$ cat config.mk
export PLATFORM = sky130hd
export DESIGN_NAME = base64_stream_encoder
export DESIGN_NICKNAME = d
export VERILOG_FILES = /design/src/b64se_pkg.sv /design/src/b64se_pack.sv /design/src/base64_stream_encoder.sv
export SDC_FILE = /design/constraint.sdc
export NUM_CORES = 1
export LEC_CHECK = 0
export ABC_AREA = 1
export BUFFER_PORTS_ARGS = -buffer_cell sky130_fd_sc_hd__buf_2
export CAP_MARGIN = 15
export CORE_MARGIN = 2
export CORE_UTILIZATION = 55
export CTS_CLUSTER_DIAMETER = 40
export CTS_CLUSTER_SIZE = 24
export DETAILED_ROUTE_END_ITERATION = 10
export PLACE_DENSITY = 0.75
export SLEW_MARGIN = 20
export SYNTH_ARGS = -nofsm -noshare
export SYNTH_HDL_FRONTEND = slang
export SYNTH_HIERARCHICAL = 1
export SYNTH_SLANG_ARGS = --single-unit
export TNS_END_PERCENT = 50
$ cat constraint.sdc
create_clock -name clk -period 3.95 [get_ports clk]
set_input_delay 1.185 -clock clk [delete_from_list [all_inputs] [get_ports clk]]
set_output_delay 1.185 -clock clk [all_outputs]
set_load 0.02 [all_outputs]
$ cat src/b64se_pkg.sv
// Types, constants and the symbol map of the base64url stream encoder.
package b64se_pkg;

	// Padding character '='
	localparam logic [7:0] PAD_CHAR = 8'h3D;

	// Alphabet anchors
	localparam logic [7:0] CHAR_UPPER_A = 8'h41;
	localparam logic [7:0] CHAR_LOWER_A = 8'h61;
	localparam logic [7:0] CHAR_DIGIT_0 = 8'h30;

	// Reset values of the two configurable symbols ('-' and '_')
	localparam logic [7:0] SYM62_RESET = 8'h2D;
	localparam logic [7:0] SYM63_RESET = 8'h5F;

	// Configuration register indexes
	localparam logic CFG_SYMBOL_62 = 1'b0;
	localparam logic CFG_SYMBOL_63 = 1'b1;

	// One encoded group: four characters (index 0 goes out first) and the end mark
	typedef struct packed {
		logic [3:0][7:0] chars;
		logic            is_last;
	} grp_t;

	// Map a 6-bit value to its character
	function automatic logic [7:0] map_sym(input logic [5:0] v, input logic [7:0] s62,
		input logic [7:0] s63);
		logic [7:0] r;
		if (v < 6'd26) begin
			r = CHAR_UPPER_A + {2'b00, v};
		end else if (v < 6'd52) begin
			r = CHAR_LOWER_A + {2'b00, v - 6'd26};
		end else if (v < 6'd62) begin
			r = CHAR_DIGIT_0 + {2'b00, v - 6'd52};
		end else if (v == 6'd62) begin
			r = s62;
		end else begin
			r = s63;
		end
		return r;
	endfunction

endpackage

$ cat src/b64se_pack.sv
// Group builder: splits up to three bytes into four mapped characters with padding.
module b64se_pack (
	input  logic [7:0]      data_byte,
	input  logic            last_byte,
	input  logic [7:0]      pend0,
	input  logic [7:0]      pend1,
	input  logic [1:0]      pend_cnt,
	input  logic [7:0]      sym62,
	input  logic [7:0]      sym63,
	output b64se_pkg::grp_t grp
);

	logic [7:0]      b0, b1, b2;
	logic [3:0][5:0] v;
	logic [3:0]      pad;

	// Byte selection: a partial group is zero filled
	always_comb begin
		case (pend_cnt)
			2'd1: begin
				b0 = pend0;
				b1 = data_byte;
				b2 = 8'h00;
			end
			2'd2: begin
				b0 = pend0;
				b1 = pend1;
				b2 = data_byte;
			end
			default: begin
				b0 = data_byte;
				b1 = 8'h00;
				b2 = 8'h00;
			end
		endcase
	end

	// Split 24 bits into four sextets, most significant first
	assign v[0] = b0[7:2];
	assign v[1] = {b0[1:0], b1[7:4]};
	assign v[2] = {b1[3:0], b2[7:6]};
	assign v[3] = b2[5:0];

	// One byte gives two symbols, two bytes give three
	assign pad[0] = 1'b0;
	assign pad[1] = 1'b0;
	assign pad[2] = (pend_cnt != 2'd1) && (pend_cnt != 2'd2);
	assign pad[3] = (pend_cnt != 2'd2);

	always_comb begin
		for (int k = 0; k < 4; k++) begin
			grp.chars[k] = pad[k] ? b64se_pkg::PAD_CHAR
				: b64se_pkg::map_sym(v[k], sym62, sym63);
		end
		grp.is_last = last_byte;
	end

endmodule

$ cat src/base64_stream_encoder.sv
// Top level of the base64url stream encoder with '=' padding.
//
// Input channel: in_valid / in_stall carry data_byte and last_byte, one raw
// byte per transfer; last_byte marks the final byte of a message.
// Output channel: out_valid / out_stall carry out_char and out_last, one
// ASCII character per transfer; out_last marks the final character.
// Every third byte, and every last byte, builds a group of four characters
// in the group register; the output register then sends them one per cycle.
// The byte that completes a group loads it into the group register, from
// which its first character moves on into the output register. Throughput
// is one character per cycle while the receiver does not stall, set by the
// single output register; bytes that only fill the pending buffer are
// taken every cycle. A byte that completes a group is stalled while the
// previous group still has characters left beyond the current cycle.
// When the receiver stalls, the output register holds its character and
// the group register holds the rest; input keeps flowing until a group
// needs the group register.
// Reset clears the pending count, empties both registers and restores the
// configurable symbols to '-' and '_'. Configuration: cfg_we, cfg_index
// (0 = symbol 62, 1 = symbol 63), cfg_data; write only while idle.
module base64_stream_encoder (
	input  logic       clk,
	input  logic       arst_n,
	input  logic       cfg_we,
	input  logic       cfg_index,
	input  logic [7:0] cfg_data,
	input  logic       in_valid,
	output logic       in_stall,
	input  logic [7:0] data_byte,
	input  logic       last_byte,
	output logic       out_valid,
	input  logic       out_stall,
	output logic [7:0] out_char,
	output logic       out_last
);

	logic [7:0]      sym62_q, sym63_q;
	logic [7:0]      pend_q [2];
	logic [1:0]      pend_cnt_q;
	b64se_pkg::grp_t grp_new, grp_q;
	logic            grp_valid_q;
	logic [1:0]      grp_idx_q;
	logic            out_valid_q;
	logic [7:0]      out_char_q;
	logic            out_last_q;

	logic in_xfer, makes_grp, grp_load, out_load, grp_release;

	// Configuration registers
	always_ff @(posedge clk or negedge arst_n) begin
		if (!arst_n) begin
			sym62_q <= b64se_pkg::SYM62_RESET;
			sym63_q <= b64se_pkg::SYM63_RESET;
		end else if (cfg_we) begin
			case (cfg_index)
				b64se_pkg::CFG_SYMBOL_62: sym62_q <= cfg_data;
				b64se_pkg::CFG_SYMBOL_63: sym63_q <= cfg_data;
				default: ;
			endcase
		end
	end

	// Handshake and group control
	assign makes_grp   = last_byte || (pend_cnt_q == 2'd2);
	assign out_load    = grp_valid_q && (!out_valid_q || !out_stall);
	assign grp_release = out_load && (grp_idx_q == 2'd3);
	assign in_stall    = grp_valid_q && !grp_release && makes_grp;
	assign in_xfer     = in_valid && !in_stall;
	assign grp_load    = in_xfer && makes_grp;

	b64se_pack u_pack (
		.data_byte (data_byte),
		.last_byte (last_byte),
		.pend0     (pend_q[0]),
		.pend1     (pend_q[1]),
		.pend_cnt  (pend_cnt_q),
		.sym62     (sym62_q),
		.sym63     (sym63_q),
		.grp       (grp_new)
	);

	// Pending count
	always_ff @(posedge clk or negedge arst_n) begin
		if (!arst_n) begin
			pend_cnt_q <= 2'd0;
		end else if (in_xfer) begin
			pend_cnt_q <= makes_grp ? 2'd0 : pend_cnt_q + 2'd1;
		end
	end

	// Pending bytes
	always_ff @(posedge clk) begin
		if (in_xfer && !makes_grp) begin
			pend_q[pend_cnt_q[0]] <= data_byte;
		end
	end

	// Group register control
	always_ff @(posedge clk or negedge arst_n) begin
		if (!arst_n) begin
			grp_valid_q <= 1'b0;
			grp_idx_q   <= 2'd0;
		end else if (grp_load) begin
			grp_valid_q <= 1'b1;
			grp_idx_q   <= 2'd0;
		end else begin
			if (grp_release) begin
				grp_valid_q <= 1'b0;
			end
			if (out_load) begin
				grp_idx_q <= grp_idx_q + 2'd1;
			end
		end
	end

	// Group payload
	always_ff @(posedge clk) begin
		if (grp_load) begin
			grp_q <= grp_new;
		end
	end

	// Output register control
	always_ff @(posedge clk or negedge arst_n) begin
		if (!arst_n) begin
			out_valid_q <= 1'b0;
		end else if (out_load) begin
			out_valid_q <= 1'b1;
		end else if (!out_stall) begin
			out_valid_q <= 1'b0;
		end
	end

	// Output payload
	always_ff @(posedge clk) begin
		if (out_load) begin
			out_char_q <= grp_q.chars[grp_idx_q];
			out_last_q <= grp_q.is_last && (grp_idx_q == 2'd3);
		end
	end

	assign out_valid = out_valid_q;
	assign out_char  = out_char_q;
	assign out_last  = out_last_q;

endmodule

==> summary.md <==
| Metric | Value |
|---|---|
| IO Pins | `34` |
| Worst setup endpoint | `grp_q[11]` |
| Remaining global-route overflow | `0` |
| Synth Area in Simple Gates | `28.2%` |
| Mux contribution to synthesized area | `0%` |
| Die area | `0.0124 sq mm` |
| Final setup vio count | `0` |
| Pins Over Slew Limit | `0` |
| Synth cell types | `44` |
| Share of layout cells above drive strength 1 | `about an eighth` |
| Drt pass-1 iters | `6` |
| Maximum clock rate | `0.313 GHz` |
| Worst slew margin | `42.1%` |
| Setup TNS Final | `0 ns` |
| Reg-to-reg startpoint | `pend_cnt_q[0]` |
| Arrival time at the worst endpoint | `around 3.3 ns` |
| Post-CTS Hold Buffers | `0` |
| Compound-Gate Fraction of Synth Area | `around 13%` |
| VDD IR max | `between 0.3 and 0.4 mV` |
| Most common cell in the netlist | `nand2_1` |
| Synth Area in Adders | `8.72%` |
| Area of the multi-input gates | `0.00335 sq mm` |
| Post-Route Skew | `0.00522 ns` |
| Fillers | `1086` |
| Critical path class | `reg2reg` |
| GRT Total Usage | `26.2%` |
| Initial Util | `55.8%` |
| Syn nets | `911` |
| Final hold viol count | `0` |
| Placer Congestion | `1.00` |
| Largest area contributor in the netlist | `edfxtp_1` |
| Mapped Cells | `844` |
| Tmin final | `3.20 ns` |
| Synth Warn # | `6` |
| Most instantiated cells after synthesis | `nand2_1 (255), inv_1 (119), o21ai_0 (61)` |
| Sequential power share | `27.4%` |
| Final #Nets | `938` |
| Critical Path Sink Type | `flip-flop` |
| R2r setup slk | `0.75 ns` |
| PD cells | `between 700 and 800 mW/mm^2` |
| Site Rows | `39` |
| CP required | `between 4 and 5 ns` |
| Largest family of logic cells by synthesized area | `simple AND/OR/NAND/NOR gates` |
| Clock Power Share | `15.9%` |
| Status | `complete, no violations` |
| Share of the synthesized area in the top cell type | `27.6%` |
| DRC errors left | `0` |
| Post-synthesis xor/xnor area fraction | `under 10%` |
| First-pass GRT wire length | `25.8 mm` |
| Async S/R FF share, synth | `~28%` |
| TritonCTS clock tree | `done` |
| Detail-routed via count per cell | `5.46` |
| Vias | `5560` |
| Reg2Reg Capture Point | `grp_q[11]` |
| Post-CTS Setup Bufs | `0` |
| Routed length per instance | `15.2 microns` |
| Seq. cell area | `0.00230 sq mm` |
| Final wirelength | `roughly 16 mm` |
| Clock Sink Count | `80` |
| Root buffer cell | `clkbuf_16` |
| Net Sw Frac | `between 40% and 50%` |
| Cell Area, Synth | `0.00631 sq mm` |
| Reg2Reg Depth | `14` |
| Clk slew on worst S/H paths | `0.06 ns` |
| Skew-Pair Late Insertion Delay | `approximately 0.35 ns` |
| Largest net degree at the start of global routing | `34` |
| EDFF count, synth | `58` |
| Via count of the first global-routing pass | `5155` |
| Initial antenna violation count | `0` |
| RSZ-0062 raised after global routing | `no` |
| Number of max-cap violations | `0` |
| HP Class | `reg2reg` |
| CTS resizes | `0` |
| Die height | `111 microns` |
| Crit share post-route | `80.9%` |
| Core area | `0.0113 sq mm` |
| CP startpoint | `pend_cnt_q[0]` |
| Net Sw Power | `2420 uW` |
| Cts bufs inserted | `9` |
| Hold_ws | `between 0.4 and 0.5 ns` |
| Sequential area share after synthesis | `36.5%` |
| Clock buffer depth | `2` |
| Critical path launch point type | `flip-flop` |
| Hpwl dp | `12.0 mm` |
| Area contributors post-synth | `edfxtp_1 (28%), nand2_1 (15%), ha_1 (8.7%)` |
| Final ANT Viol Nets | `0` |
| Crit path max fanout | `15` |
| Area Overhead vs Synth | `7.31%` |
| Yosys reg bits | `80` |
| Die width | `111 microns` |
| Gate power share | `56.7%` |
| Antenna cells | `0` |
| Hold path depth | `2` |
| First DRT Iteration DRCs | `551` |
| Slew @ Worst Pin | `0.865 ns` |
| Avg Cell Area, Syn | `7.48 sq um` |
| IO buf count | `33` |
| Leakage power | `0.00329 uW` |
| Prevailing post-synth register cell | `edfxtp_1` |
| Internal | `2600 uW` |
| H-tree depth | `3` |
## routing by layer
metal / global-route usage, % / wire [microns] / vias to the layer above
met1: 35.6 / 7070 / 2509
met4: 11.4 / 532 / 0
met5: 0 / 0 / -
li1: - / - / 2792
met2: 41.9 / 7000 / 218
met3: 3.88 / 919 / 41
## worst min path at each step
stage	startpoint	end	slack, ns
after detailed placement	sym63_q[6]	sym63_q[6]	0.47
after CTS	sym63_q[6]	sym63_q[6]	0.48
final	sym63_q[6]	sym63_q[6]	0.48
after floorplan	sym63_q[6]	sym63_q[6]	0.45
after global placement	sym63_q[6]	sym63_q[6]	0.46
after global routing	sym63_q[6]	sym63_q[6]	0.53
## area by class of cell
class                   count  share of cell area [%]
clock buffers               9                    3.32
multi-input cells         620                    49.4
inverters                 124                    7.04
clock inverters             7                   0.831
well taps                 143                    2.64
flip-flops and latches     80                    34.0
repair buffers             36                    2.77
## per-stage QoR
stage	power, uW	util [%]	instances	area, sq um	worst slack (ns)
2_1_floorplan	3620	-	844	6310	1.11
3_3_place_gp	4150	57.4	1003	6490	0.673
3_5_place_dp	4200	57.4	1003	6490	0.629
4_1_cts	5000	59.8	1019	6780	0.813
5_1_grt	5450	59.8	1019	6780	0.518
6_report	5020	59.8	1019	6780	0.753
## power by group through the flow
stage	Sequential, uW	Combinational (uW)	Clock [uW]
after global routing	1400	3210	839
after CTS	1380	2820	805
after global placement	1390	2760	0
after detailed placement	1390	2800	0
after floorplan	1400	2220	0
final	1370	2850	796
## sequential cells by signal, summed over array words and instances (netlist names)
signal	cells
sym62_q	8
out_valid	1
grp_valid_q	1
pend_cnt_q	2
out_char	8
out_last	1
pend_q	16
grp_idx_q	2
grp_q	33
sym63_q	8
## cell usage in the layout (no fill, tap or decap), drive strengths merged
master / instances
and2: 1
nor2: 64
xor2: 13
ha: 44
o31ai: 1
dfrtp: 12
clkinvlp: 3
buf: 36
o22ai: 10
o21a: 1
o21ai: 81
inv: 125
nand3b: 3
dfstp: 10
a21oi: 41
xnor2: 6
nand4: 8
nor3: 2
clkbuf: 9
o211ai: 9
a22oi: 1
edfxtp: 58
a21boi: 1
nand3: 59
clkinv: 3
a31oi: 1
or2: 2
nand2: 272
## critical path, cell delays in order, from the launching register on
cell and delay (ns):
dfrtp_1 0.40, inv_1 0.07, ha_1 0.50, buf_4 0.27
inv_1 0.05, o22ai_1 0.12, nand2_1 0.20, inv_1 0.19
ha_1 0.21, nand2_1 0.06, nand3b_1 0.28, nand2_1 0.12
o21ai_0 0.09, o21ai_0 0.25, a21oi_1 0.11
## cell families (layout without fill, tap and decap cells)
family,count (synthesis),in the layout
XOR/XNOR,19,19
adder cells (fa/ha/maj),44,44
buffers and inverters,144,176
AND/OR/NAND/NOR,411,411
AO/OA/AOI/OAI,146,146
flip-flops,80,80
Note: power is estimated with default switching activity, not from simulation.
